===== src/rtl/tad_pkg.sv =====
// ---------------------------------------------------------------------------
// tad_pkg
// types and constants shared by the tar stream deframer
// ---------------------------------------------------------------------------
package tad_pkg;

   // byte kind codes on the result channel
   localparam logic [2:0] KIND_HEADER = 3'd0;
   localparam logic [2:0] KIND_DATA   = 3'd1;
   localparam logic [2:0] KIND_PAD    = 3'd2;
   localparam logic [2:0] KIND_SKIP   = 3'd3;
   localparam logic [2:0] KIND_END    = 3'd4;

   // header layout
   localparam logic [8:0] OFF_FIRST    = 9'd0;
   localparam logic [8:0] OFF_MODE_LO  = 9'd100;
   localparam logic [8:0] OFF_MODE_HI  = 9'd107;
   localparam logic [8:0] OFF_SIZE_LO  = 9'd124;
   localparam logic [8:0] OFF_SIZE_HI  = 9'd135;
   localparam logic [8:0] OFF_TYPE     = 9'd156;
   localparam logic [8:0] OFF_PREFIX   = 9'd345;
   localparam logic [8:0] BLOCK_LAST   = 9'd511;

   localparam logic [7:0] TYPE_DIR     = 8'h35;
   localparam logic [7:0] TYPE_REG     = 8'h30;
   localparam logic [7:0] TYPE_REG_OLD = 8'h00;
   localparam logic [4:0] OCTAL_HIGH   = 5'b00110;

   localparam int SIZE_OUT_BITS = 36;
   localparam int MODE_BITS     = 24;
   localparam logic [MODE_BITS-1:0] MODE_DEFAULT = 24'o755;

   typedef enum logic [1:0] {
      CLASS_DIR   = 2'd0,
      CLASS_REG   = 2'd1,
      CLASS_OTHER = 2'd2
   } class_type;

   typedef struct packed {
      logic [7:0]               out_byte;
      logic [2:0]               byte_kind;
      logic                     entry_ready;
      class_type                entry_type;
      logic [SIZE_OUT_BITS-1:0] entry_size;
      logic [MODE_BITS-1:0]     entry_mode;
      logic [7:0]               entry_typeflag;
      logic                     archive_end;
   } result_type;

   function automatic class_type entry_class(input logic [7:0] flag);
      class_type cls;
      if (flag == TYPE_DIR) begin
         cls = CLASS_DIR;
      end else if (flag == TYPE_REG || flag == TYPE_REG_OLD) begin
         cls = CLASS_REG;
      end else begin
         cls = CLASS_OTHER;
      end
      return cls;
   endfunction

endpackage


===== src/rtl/tad_parse.sv =====
// ---------------------------------------------------------------------------
// tad_parse
// per-byte header parser and content counter, one word per cycle while advance is high
// ---------------------------------------------------------------------------
module tad_parse #(
   parameter int SIZE_FIELD_BITS = 36
) (
   input  logic                  clock,
   input  logic                  reset,
   input  logic                  advance,
   input  logic [7:0]            req_byte,
   output tad_pkg::result_type   result
);

   typedef enum logic [2:0] {
      PH_HEADER = tad_pkg::KIND_HEADER,
      PH_DATA   = tad_pkg::KIND_DATA,
      PH_PAD    = tad_pkg::KIND_PAD,
      PH_SKIP   = tad_pkg::KIND_SKIP,
      PH_END    = tad_pkg::KIND_END
   } phase_type;

   localparam int SW = SIZE_FIELD_BITS;

   phase_type                      phase_ff, phase_in;
   logic [8:0]                     offset_ff, offset_in;
   logic [SW:0]                    left_ff, left_in;
   logic [SW-1:0]                  size_ff, size_in;
   logic                           size_stop_ff, size_stop_in;
   logic [tad_pkg::MODE_BITS-1:0]  mode_ff, mode_in;
   logic                           mode_stop_ff, mode_stop_in;
   logic [7:0]                     type_ff, type_in;
   logic                           nul_ff, nul_in;

   logic                           octal;
   logic [2:0]                     digit;
   logic [SW:0]                    left_dec;
   logic [8:0]                     pad;
   logic [SW:0]                    round_up;
   logic                           entry_ready;
   logic                           archive_end;

   always_comb begin
      octal    = (req_byte[7:3] == tad_pkg::OCTAL_HIGH);
      digit    = req_byte[2:0];
      left_dec = (left_ff != '0) ? (left_ff - 1'b1) : left_ff;
      pad      = (~size_ff[8:0]) + 9'd1;
      round_up = {1'b0, size_ff} + {{(SW-8){1'b0}}, tad_pkg::BLOCK_LAST};

      phase_in     = phase_ff;
      offset_in    = offset_ff;
      left_in      = left_ff;
      size_in      = size_ff;
      size_stop_in = size_stop_ff;
      mode_in      = mode_ff;
      mode_stop_in = mode_stop_ff;
      type_in      = type_ff;
      nul_in       = nul_ff;
      entry_ready  = 1'b0;
      archive_end  = 1'b0;

      if (advance) begin
         case (phase_ff)
            PH_HEADER: begin
               if (offset_ff == tad_pkg::OFF_FIRST) begin
                  size_in      = '0;
                  size_stop_in = 1'b0;
                  mode_in      = '0;
                  mode_stop_in = 1'b0;
                  type_in      = '0;
                  nul_in       = (req_byte == 8'd0);
               end
               if (offset_ff == tad_pkg::OFF_PREFIX) begin
                  nul_in = nul_ff && (req_byte == 8'd0);
               end
               if (offset_ff >= tad_pkg::OFF_MODE_LO && offset_ff <= tad_pkg::OFF_MODE_HI
                   && !mode_stop_ff) begin
                  if (octal) begin
                     mode_in = {mode_ff[tad_pkg::MODE_BITS-4:0], digit};
                  end else begin
                     mode_stop_in = 1'b1;
                  end
               end
               if (offset_ff >= tad_pkg::OFF_SIZE_LO && offset_ff <= tad_pkg::OFF_SIZE_HI
                   && !size_stop_ff) begin
                  if (octal) begin
                     size_in = {size_ff[SW-4:0], digit};
                  end else begin
                     size_stop_in = 1'b1;
                  end
               end
               if (offset_ff == tad_pkg::OFF_TYPE) begin
                  type_in = req_byte;
               end
               if (offset_ff == tad_pkg::BLOCK_LAST) begin
                  offset_in = '0;
                  if (nul_ff) begin
                     phase_in    = PH_END;
                     archive_end = 1'b1;
                  end else begin
                     entry_ready = 1'b1;
                     case (tad_pkg::entry_class(type_ff))
                        tad_pkg::CLASS_DIR: begin
                           phase_in = PH_HEADER;
                           left_in  = '0;
                        end
                        tad_pkg::CLASS_REG: begin
                           left_in  = {1'b0, size_ff};
                           phase_in = (size_ff != '0) ? PH_DATA : PH_HEADER;
                        end
                        default: begin
                           left_in  = {round_up[SW:9], 9'd0};
                           phase_in = (round_up[SW:9] != '0) ? PH_SKIP : PH_HEADER;
                        end
                     endcase
                  end
               end else begin
                  offset_in = offset_ff + 9'd1;
               end
            end
            PH_DATA: begin
               left_in = left_dec;
               if (left_dec == '0) begin
                  left_in  = {{(SW-8){1'b0}}, pad};
                  phase_in = (pad != 9'd0) ? PH_PAD : PH_HEADER;
               end
            end
            PH_PAD, PH_SKIP: begin
               left_in = left_dec;
               if (left_dec == '0) begin
                  phase_in = PH_HEADER;
               end
            end
            default: begin
               phase_in = phase_ff;
            end
         endcase
      end

      // result kind follows the phase before this word; entry fields the state after it
      result.out_byte    = req_byte;
      result.byte_kind   = phase_ff;
      result.entry_ready = entry_ready;
      result.archive_end = archive_end;
      if (phase_ff == PH_END) begin
         result.entry_type     = tad_pkg::CLASS_DIR;
         result.entry_size     = '0;
         result.entry_mode     = '0;
         result.entry_typeflag = '0;
      end else begin
         result.entry_type     = tad_pkg::entry_class(type_in);
         result.entry_size     = tad_pkg::SIZE_OUT_BITS'(size_in);
         result.entry_mode     = (mode_in == '0) ? tad_pkg::MODE_DEFAULT : mode_in;
         result.entry_typeflag = type_in;
      end
   end

   always_ff @(posedge clock) begin
      if (reset) begin
         phase_ff     <= PH_HEADER;
         offset_ff    <= '0;
         left_ff      <= '0;
         size_ff      <= '0;
         size_stop_ff <= 1'b0;
         mode_ff      <= '0;
         mode_stop_ff <= 1'b0;
         type_ff      <= '0;
         nul_ff       <= 1'b0;
      end else begin
         phase_ff     <= phase_in;
         offset_ff    <= offset_in;
         left_ff      <= left_in;
         size_ff      <= size_in;
         size_stop_ff <= size_stop_in;
         mode_ff      <= mode_in;
         mode_stop_ff <= mode_stop_in;
         type_ff      <= type_in;
         nul_ff       <= nul_in;
      end
   end

endmodule


===== src/rtl/tad_out_stage.sv =====
// ---------------------------------------------------------------------------
// tad_out_stage
// result register with valid/ready handshake
// ---------------------------------------------------------------------------
module tad_out_stage (
   input  logic                 clock,
   input  logic                 reset,
   input  logic                 in_valid,
   output logic                 in_ready,
   output logic                 take,
   input  tad_pkg::result_type  in_result,
   output logic                 out_valid,
   input  logic                 out_ready,
   output tad_pkg::result_type  out_result
);

   logic                 valid_ff, valid_in;
   tad_pkg::result_type  result_ff;

   // load whenever the register is empty or being drained
   assign in_ready   = !valid_ff || out_ready;
   assign take       = in_valid && in_ready;
   assign valid_in   = take || (valid_ff && !out_ready);
   assign out_valid  = valid_ff;
   assign out_result = result_ff;

   always_ff @(posedge clock) begin
      if (reset) begin
         valid_ff <= 1'b0;
      end else begin
         valid_ff <= valid_in;
      end
   end

   always_ff @(posedge clock) begin
      if (take) begin
         result_ff <= in_result;
      end
   end

endmodule


===== src/rtl/tar_archive_stream_deframer.sv =====
// ---------------------------------------------------------------------------
// tar_archive_stream_deframer
// classifies every byte of a ustar archive stream and reports entry headers
// ---------------------------------------------------------------------------
//  channel | ports                      | dir | carries
//  --------+----------------------------+-----+--------------------------------
//  req     | req_valid/ready, req_in_byte | in  | one archive byte per word
//  rsp     | rsp_valid/ready, rsp_*       | out | byte, kind and entry fields
//
//  one word per clock while rsp is not stalled: the parser state updates as a
//  word is taken and the result lands in the output register on the same edge
//  rsp_valid is registered and rises in the cycle after req acceptance
//  reset (synchronous) returns to the first byte of a header block
//  a stalled rsp holds its word; req_ready stays high while rsp is drained
// ---------------------------------------------------------------------------
module tar_archive_stream_deframer #(
   parameter int SIZE_FIELD_BITS = 36
) (
   input  logic        clock,
   input  logic        reset,

   input  logic        req_valid,
   output logic        req_ready,
   input  logic [7:0]  req_in_byte,

   output logic        rsp_valid,
   input  logic        rsp_ready,
   output logic [7:0]  rsp_out_byte,
   output logic [2:0]  rsp_byte_kind,
   output logic        rsp_entry_ready,
   output logic [1:0]  rsp_entry_type,
   output logic [35:0] rsp_entry_size,
   output logic [23:0] rsp_entry_mode,
   output logic [7:0]  rsp_entry_typeflag,
   output logic        rsp_archive_end
);

   logic                 take;
   tad_pkg::result_type  next_result;
   tad_pkg::result_type  held_result;

   // header parsing, content counting and classification
   tad_parse #(
      .SIZE_FIELD_BITS (SIZE_FIELD_BITS)
   ) u_parse (
      .clock    (clock),
      .reset    (reset),
      .advance  (take),
      .req_byte (req_in_byte),
      .result   (next_result)
   );

   // output register, decouples the two handshakes
   tad_out_stage u_out (
      .clock      (clock),
      .reset      (reset),
      .in_valid   (req_valid),
      .in_ready   (req_ready),
      .take       (take),
      .in_result  (next_result),
      .out_valid  (rsp_valid),
      .out_ready  (rsp_ready),
      .out_result (held_result)
   );

   // unpack the held word onto the result ports
   assign rsp_out_byte       = held_result.out_byte;
   assign rsp_byte_kind      = held_result.byte_kind;
   assign rsp_entry_ready    = held_result.entry_ready;
   assign rsp_entry_type     = held_result.entry_type;
   assign rsp_entry_size     = held_result.entry_size;
   assign rsp_entry_mode     = held_result.entry_mode;
   assign rsp_entry_typeflag = held_result.entry_typeflag;
   assign rsp_archive_end    = held_result.archive_end;

endmodule


===== config.mk =====
export PLATFORM = sky130hd
export DESIGN_NAME = tar_archive_stream_deframer
export DESIGN_NICKNAME = d
export VERILOG_FILES = /design/src/rtl/tad_pkg.sv /design/src/rtl/tad_parse.sv /design/src/rtl/tad_out_stage.sv /design/src/rtl/tar_archive_stream_deframer.sv
export SDC_FILE = /design/constraint.sdc
export NUM_CORES = 1
export LEC_CHECK = 0
export ABC_AREA = 0
export BUFFER_PORTS_ARGS = -buffer_cell sky130_fd_sc_hd__buf_2
export CORE_UTILIZATION = 42
export DETAILED_ROUTE_END_ITERATION = 12
export PLACE_DENSITY = 0.68
export SYNTH_ARGS = -nofsm -noshare
export SYNTH_HDL_FRONTEND = slang
export SYNTH_SLANG_ARGS = --single-unit

===== constraint.sdc =====
create_clock -name clock -period 3.8 [get_ports clock]
set_input_delay 0.19 -clock clock [delete_from_list [all_inputs] [get_ports clock]]
set_output_delay 0.19 -clock clock [all_outputs]
set_load 0.005 [all_outputs]

==> results.txt, run 1 <==
- Outcome: complete, no violations
* Busiest metal layer after global routing: met2
- Startpoint type of the worst setup path: flip-flop
- For this design the ratio of total power to cell area is 390 mW/mm2.
- Clock transition at the register clock pins on the worst setup and hold paths after CTS: about 0.070 ns
- Placeable core area: ~0.025 mm2
* Setup slack, reg-to-reg: 0.13 ns
- IO buf count: between 90 and 100
* Global-route met2 utilization: ~36%
- GR Layer Usage met3: roughly 3.3%
* CTS root buf: sky130_fd_sc_hd__clkbuf_16
- CTS tree: yes
* Distinct cell type count of the synthesized netlist: 75
* Headroom to the max-slew limit: about a quarter
* Post-route DRC violation count: 0
* Tcrit/Tclk final: 96.5%
- Counting instances, the worst hold path has a depth of 3.
- Hold is met by between 0.03 and 0.04 ns.
* Wire length of the first global-routing pass: around 49,000 um
* Worst Path Required: ~4.2 ns
- Setup violations remaining at the end of the flow were counted as 0.
- Clock tree synthesis inserted a total of 23 buffers.
* Vias per cell: around 5.9
- For this block, the initial DRC count from the detailed router was between 900 and 1k.
* H-tree levels: 1
- Cell area after synthesis: 0.0106 mm2
- After synthesis, the cell types taking the most area are sky130_fd_sc_hd__edfxtp_1 23%, sky130_fd_sc_hd__dfxtp_1 23%, sky130_fd_sc_hd__nor2_1 7.2%.
- Counting flops and latches in the post-synthesis netlist gives ~200.
- In the final routed layout, each cell accounts on average for between 15 and 20 um.
* Slew Viols, Final: 0
- Primary FF master, synth: sky130_fd_sc_hd__dfxtp_1
- Across the routed clock network, the largest skew measured is around 0.013 ns.
* Worst reg2reg path depth: 13
* Total inserted antenna cells: 0
- Met1 usage: 33.0%
- During synthesis, Yosys emitted a total of 0 warnings.
- The worst setup path is captured at a flip-flop.
- Crit Path Max Fanout: 10
* Part of the Yosys area used for sequential elements: a little under half
- Ys async rst share: 0%
* Iteration count of the initial detailed-routing pass: 6
- Total detailed-routing wirelength: slightly above 30,000 um
- Synthesis produced a netlist with a net count of between 1k and 1.5k.
- In this run, synthesis inferred 83 flip-flops with an integrated enable.
* Mean instance size in the synthesized netlist: between 8 and 9 um2
- The via count of the first global-routing pass was 9,195.
* Leakage power: 4.98 nW
* DRT antenna net count: 0
* Combined global-route utilization of all metal layers: about a quarter
- The number of endpoints with negative hold slack in the final report came to 0.
- Final weighted congestion in routability-driven placement: ~0.94
- HPWL Detailed: 21,300 um
- Measured along the y axis, the die boundary spans 161 um.
* Commonest cells after routing, fill and taps aside: 203 x sky130_fd_sc_hd__nor2_1, 121 x sky130_fd_sc_hd__dfxtp_1, 101 x sky130_fd_sc_hd__a21oi_1
* Achievable frequency: approximately 270 MHz
- Type of the worst setup path: reg -> reg
* Maximum vdd ir drop: around 0.00032 V
- In this run the horizontal extent of the chip is between 150 and 200 um.
- Cells with a size suffix above 1 make up between 10% and 20% of the layout.
- At the pin with the least slew margin, the transition time is about 1.1 ns.
- Pin count of the biggest net entering global routing: 85
* Type of the tightest min-delay check: in -> reg
- During I/O placement, the number of pins put on the boundary was just under 100.
* Number of cells produced by synthesis: approximately 1.2k
* Synth top area share: 23.5%
- Clk sink count: approximately 200
- Setup repair after global routing could not meet its margin everywhere.
- The design draws 4.88 mW.
- Worst-Skew Late Latency: 0.52 ns
* Starting density of the core: 43.3%
- The number of antenna violations at the first check in global routing came to 0.
- Subtracting the final worst setup slack from the clock period gives 3.67 ns.
- Worst endpoint data arrival time: ~4 ns
- Layout net count: roughly 1.4k
- Layout overhead on the synthesized area: 17.8%
- Library cell with the largest summed area after synthesis: sky130_fd_sc_hd__edfxtp_1
- For this run the aggregate overflow at the end of global routing stands at 0.
* Total number of vias: 9,994
* Area of the die: about 0.026 mm2
- Max-capacitance violation count: 0
- In this run the deepest clock path goes through 3 buffers.
- Leaving out fill and tap cells, the most frequent cell in the layout is sky130_fd_sc_hd__nor2_1.
- Row count: 57
==> state kept, by name, indices dropped and copies added, names as in the netlist <==
signal / count
u_parse.type_ff: 8
u_parse.nul_ff: 1
u_parse.left_ff: 37
u_parse.offset_ff: 9
u_out.out_valid: 1
u_out.out_result: 83
u_parse.mode_ff: 24
u_parse.size_ff: 36
u_parse.phase_ff: 3
u_parse.size_stop_ff: 1
u_parse.mode_stop_ff: 1
==> final timing paths <==
| kind | from | end |
|---|---|---|
| worst max-delay path | u_parse.left_ff[6]$_SDFFE_PP0P_ | u_parse.left_ff[5]$_SDFFE_PP0P_ |
| worst min register to register | u_parse.left_ff[23]$_SDFFE_PP0P_ | u_parse.left_ff[23]$_SDFFE_PP0P_ |
| worst max register to register | u_parse.left_ff[6]$_SDFFE_PP0P_ | u_parse.left_ff[5]$_SDFFE_PP0P_ |
| worst min-delay path | rsp_ready | u_out.out_valid$_SDFF_PP0_ |
==> cell usage after synthesis (4+ instances only) <==
library cell and number:
sky130_fd_sc_hd__or3_1 9, sky130_fd_sc_hd__buf_6 5, sky130_fd_sc_hd__nor3b_1 8, sky130_fd_sc_hd__or4_1 10
sky130_fd_sc_hd__dfxtp_1 121, sky130_fd_sc_hd__o21ai_1 10, sky130_fd_sc_hd__nand3_1 36, sky130_fd_sc_hd__ha_1 7
sky130_fd_sc_hd__buf_2 7, sky130_fd_sc_hd__a22o_1 4, sky130_fd_sc_hd__nand2_1 91, sky130_fd_sc_hd__o21a_1 6
sky130_fd_sc_hd__clkbuf_1 84, sky130_fd_sc_hd__a221oi_1 7, sky130_fd_sc_hd__and3_1 47, sky130_fd_sc_hd__o21ai_0 82
sky130_fd_sc_hd__nand2b_1 6, sky130_fd_sc_hd__nor2_1 203, sky130_fd_sc_hd__o31ai_1 10, sky130_fd_sc_hd__nand4_1 33
sky130_fd_sc_hd__a31oi_1 5, sky130_fd_sc_hd__mux2_2 4, sky130_fd_sc_hd__and4_1 4, sky130_fd_sc_hd__o211ai_1 10
sky130_fd_sc_hd__nor3_1 49, sky130_fd_sc_hd__nor2b_1 4, sky130_fd_sc_hd__xor2_1 12, sky130_fd_sc_hd__a22oi_1 41
sky130_fd_sc_hd__edfxtp_1 83, sky130_fd_sc_hd__inv_1 15, sky130_fd_sc_hd__xnor2_1 15, sky130_fd_sc_hd__nor4_1 34
sky130_fd_sc_hd__a21oi_1 101, sky130_fd_sc_hd__a211oi_1 5, sky130_fd_sc_hd__and2_1 11
==> per-stage QoR <==
stage	setup TNS (ns)	utilization (%)	setup WS [ns]	std cells	cell area (um2)
after floorplan	0	-	0.0267	1249	10600
after global placement	0	47.1	0.117	1630	11600
after detailed placement	0	47.1	0.0402	1630	11600
after CTS	0	50.8	0.00879	1681	12500
after global routing	-0.0219	51.0	-0.0160	1681	12500
final	0	51.0	0.133	1681	12500
==> report_power, final <==
group	switching (mW)	total, mW	internal [mW]	leakage [nW]
Sequential	0.0166	2.34	2.32	1.78
Clock	0.952	2.35	1.40	0.391
Combinational	0.126	0.191	0.0652	2.81
Total	1.10	4.88	3.79	4.98
==> cell type report <==
| cell class | count | area [um2] |
|---|---|---|
| Clock buffer | 26 | 618 |
| Clock inverter | 16 | 193 |
| Fill cell | 2316 | 12000 |
| Inverter | 16 | 60.1 |
| Multi-Input combinational cell | 929 | 5290 |
| Sequential cell | 204 | 4910 |
| Tap cell | 324 | 405 |
| Timing Repair Buffer | 166 | 1030 |
==> worst max-delay path, stage by stage (launching register included) <==
cell	delay (ns)
sky130_fd_sc_hd__dfxtp_1	0.36
sky130_fd_sc_hd__or4_4	0.56
sky130_fd_sc_hd__buf_4	0.18
sky130_fd_sc_hd__or3_4	0.45
sky130_fd_sc_hd__buf_4	0.20
sky130_fd_sc_hd__o41ai_4	0.38
sky130_fd_sc_hd__nand3_1	0.11
sky130_fd_sc_hd__and4bb_1	0.35
sky130_fd_sc_hd__nand3_1	0.13
sky130_fd_sc_hd__o21ai_2	0.19
sky130_fd_sc_hd__buf_4	0.21
sky130_fd_sc_hd__a21oi_1	0.12
sky130_fd_sc_hd__o311ai_0	0.14
sky130_fd_sc_hd__o21ai_0	0.15
==> logic make-up after synthesis <==
family	share of synthesized area, %
xor gates and xnor gates	2.23
and+or+nand+nor	26.9
DFF	46.3
muxes	0.613
adders and majority gates	0.825
buffers and inverters	4.57
AOI/OAI and AO/OA	18.5
==> timing repair <==
action                                  4_1_cts  5_1_grt
hold buffers                                  9        0
buffers inserted                              0        0
endpoints found under the hold margin         9        0
endpoints found under the setup margin        0       31
resized for setup                             0       11
==> metal layers <==
layer / vias up / share of wire (%)
met4: 0 / 3.5
met5: - / 0
met3: 76 / 7.7
li1: 4788 / -
met2: 409 / 44
met1: 4721 / 45
(Power assumes the default switching activity.)
==> inputs of run 2 (changes only) <==
- CORE_UTILIZATION: 42 -> 35
- PLACE_DENSITY: 0.68 -> 0.6
==> run 2 against run 1 <==
Effect of this change:
- die area increased by 20%
- critical endpoint is now u_parse.left_ff[1]$_SDFFE_PP0P_
- maximum frequency decreased by 0.67%
- utilization decreased by 8.0 points
==> results.txt, run 2 (synthesis results as in run 1) <==
- The run finished with clean final reports.
- Worst Clk Skew: 0.0116 ns (-0.00112 ns)
- The critical-path maximum fanout came to 5 (-5).
* # IOs: 97 (unchanged)
- Initial antenna violation count: 0 (unchanged)
- Total inserted antenna cells: 0 (unchanged)
- The detailed-route vias per instance came to 5.65 (-4.9%).
* Die extent in x: 176 um (+9.4%)
- Post-route DRC violation count: 0 (unchanged)
* Chip Height: 176 um (+9.4%)
- Wire length of the first global-routing pass: 51,000 um (+3.7%)
* Total number of vias: 9,966 (-0.28%)
* Achievable frequency: 271 MHz (-0.67%)
- The setup violation total in the final timing report is 0 (unchanged).
- The largest net degree at the start of global routing came to 84 (-1.2%).
- Worst setup EP type: flip-flop
- The footprint of the flip-flops and latches is 0.00491 mm2 (unchanged).
- The maximum vdd drop came to 0.000226 V (-28%).
* Worst Path Required: 4.22 ns (+0.03 ns)
* Most used cell, CP: sky130_fd_sc_hd__buf_4
- Fill cell count: 2,902 (+25%)
- Cell breakdown of the critical path: inv_1 > ha_1 > or4b_4 > or3_4 > nor3_4 > xnor2_1 > nand4_1 > or4_4 > buf_4 > a21oi_2 > buf_4 > nand3_1 > a221oi_1
- Post-CTS setup repair buffer count: 0 (unchanged)
* Hold slack final: 0.0807 ns (+0.0490 ns)
* Max FFs per register: 83 (unchanged)
* CTS Buf Count: 23 (unchanged)
* Worst endpoint data arrival time: 4.11 ns (+0.06 ns)
- The library cell used most frequently in the layout, excluding fill and tap cells, is sky130_fd_sc_hd__nor2_1.
- WL per Instance: 18.2 um (-0.77%)
* Type of the tightest min-delay check: in -> reg
- Commonest cells after routing, fill and taps aside: 203 x sky130_fd_sc_hd__nor2_1, 121 x sky130_fd_sc_hd__dfxtp_1, 100 x sky130_fd_sc_hd__a21oi_1
* Total area of multi-input combinational cells: 0.00533 mm2 (+0.78%)
- IO buf count: 96 (unchanged)
* CTS tree: yes
* Count of routing violations after the opening detailed-route iteration: 991 (+6.3%)
- Final weighted congestion in routability-driven placement: 0.917 (-2.2%)
- Clock transition at the register clock pins on the worst setup and hold paths after CTS: 0.06 ns (about the same)
* Max-capacitance violation count: 0 (unchanged)
- Combined global-route utilization of all metal layers: 20.5% (-2.8 points)
* Clk sink count: 204 (unchanged)
- H-tree levels: 1 (unchanged)
- The worst setup path is launched from a flip-flop.
- The count of pins over their slew limit was 0 (unchanged).
* Via count of the first global-routing pass: 9,192 (-0.033%)
- Placed insts: 1,711 (+5.0%)
- The first-pass detailed-route iteration total came to 5 (-1).
* Layout Cells excl Fill: 1,763 (+4.9%)
- The overall overflow remaining after global route came to 0 (unchanged).
- The post-route clock period utilization is 97.1% (+0.65 points).
- Leakage power: 5.08 nW (+2.0%)
- The shortest period the worst path allows was 3.69 ns (+0.0248 ns).
- The clock insertion delay at the later pin of the skew report was 0.53 ns (about the same).
- Layout net count: 1,375 (+1.2%)
* Slowest stage cell, crit path: sky130_fd_sc_hd__or4_4
- The headroom to the max-slew limit was 27.7% (+1.2 points).
* Area of the die: 0.0310 mm2 (+20%)
- Final setup TNS: 0 ns (unchanged)
- CTS root buf: sky130_fd_sc_hd__clkbuf_16
- The worst-case clock buffer depth was 3 (unchanged).
- Total detailed-routing wirelength: 32,000 um (+4.1%)
- The initial standard-cell utilization of the core was 35.7% (-7.5 points).
* Placeable core area: 0.0297 mm2 (+21%)
- HPWL Detailed: 22,500 um (+5.9%)
* Fraction of final layout cells sized beyond drive strength 1: 18.2% (+1.3 points)
- Number of endpoints with negative hold slack in the final report: 0 (unchanged)
- Critical path's largest stage delay: 0.60 ns (+0.04 ns)
- Row count: 63 (+11%)
- The power after layout came to 4.89 mW (about the same).
- Layout overhead on the synthesized area: 20.2%
* Type of the worst setup path: reg -> reg
- Power density normalized to cell area: 383 mW/mm2 (-1.9%)
* Worst Max-Slew Pin Slew: 1.08 ns (-0.0176 ns)
- The remaining antenna violation count was 0 (unchanged).
## run 2: cell types whose count changed in the layout (fill, tap and decap cells not counted), moves of 2 or more
cell,change
sky130_fd_sc_hd__buf_12,+2
sky130_fd_sc_hd__buf_4,+13
sky130_fd_sc_hd__clkinv_2,+2
sky130_fd_sc_hd__nor4_1,-2
sky130_fd_sc_hd__nor4_2,+2
## run 2: where the power goes
| part | internal, mW | switching (mW) | total (mW) |
|---|---|---|---|
| sequential | 2.32 | 0.0180 | 2.34 |
| combinational | 0.0635 | 0.128 | 0.191 |
| clock | 1.38 | 0.976 | 2.35 |
## run 2: routing by layer
layer | track usage (%) | part of all wire, % | vias to the layer above
li1 | - | - | 4816
met1 | 31.0 | 49 | 4737
met2 | 29.7 | 42 | 353
met3 | 3.40 | 6.5 | 60
met4 | 5.80 | 2.3 | 0
met5 | 0 | 0 | -
## run 2: path summary, 6_finish.rpt
check / startpoint / endpoint / slack [ns] / cells after the start
hold reg to reg: u_parse.phase_ff[0]$_SDFFE_PP0P_ / u_out.out_result[72]$_DFFE_PP_ / 0.51 / 0
setup reg to reg: u_parse.left_ff[1]$_SDFFE_PP0P_ / u_parse.left_ff[1]$_SDFFE_PP0P_ / 0.11 / 13
setup / recovery: u_parse.left_ff[1]$_SDFFE_PP0P_ / u_parse.left_ff[1]$_SDFFE_PP0P_ / 0.11 / 13
hold / removal: rsp_ready / u_out.out_valid$_SDFF_PP0_ / 0.08 / 3
## run 2: what timing repair did
action	CTS	global route
endpoints found under the hold margin	10	0
cloned	0	1
gates resized for setup	3	14
setup endpoints to repair	2	30
pin swaps	0	2
hold buffers	9	0
## run 2: final cells by class
| class | count | area share (%) |
|---|---|---|
| clock inverter | 17 | 1.58 |
| multi-input combinational | 930 | 41.7 |
| clock buffer | 25 | 4.73 |
| sequential | 204 | 38.5 |
| inverter | 16 | 0.471 |
| tap | 390 | 3.82 |
| timing repair buffer | 181 | 9.16 |
## run 2: metrics by stage
step | setup slack (ns) | utilization (%) | instance area (um2)
after CTS | 0.00623 | 42.7 | 12700
final | 0.108 | 42.9 | 12800
after global routing | -0.00103 | 42.9 | 12800
after floorplan | 0.0267 | - | 10600
after global placement | 0.0580 | 39.6 | 11800
after detailed placement | 0.0120 | 39.6 | 11800
## run 2: critical path, delay by kind of cell, from the launching register on
kind                     cells  cell delay (ns)
AND/OR/NAND/NOR              6             2.00
AO/OA/AOI/OAI                2             0.45
flip-flops                   1             0.34
buffers and inverters        3             0.44
adder cells (fa/ha/maj)      1             0.18
XOR/XNOR                     1             0.17
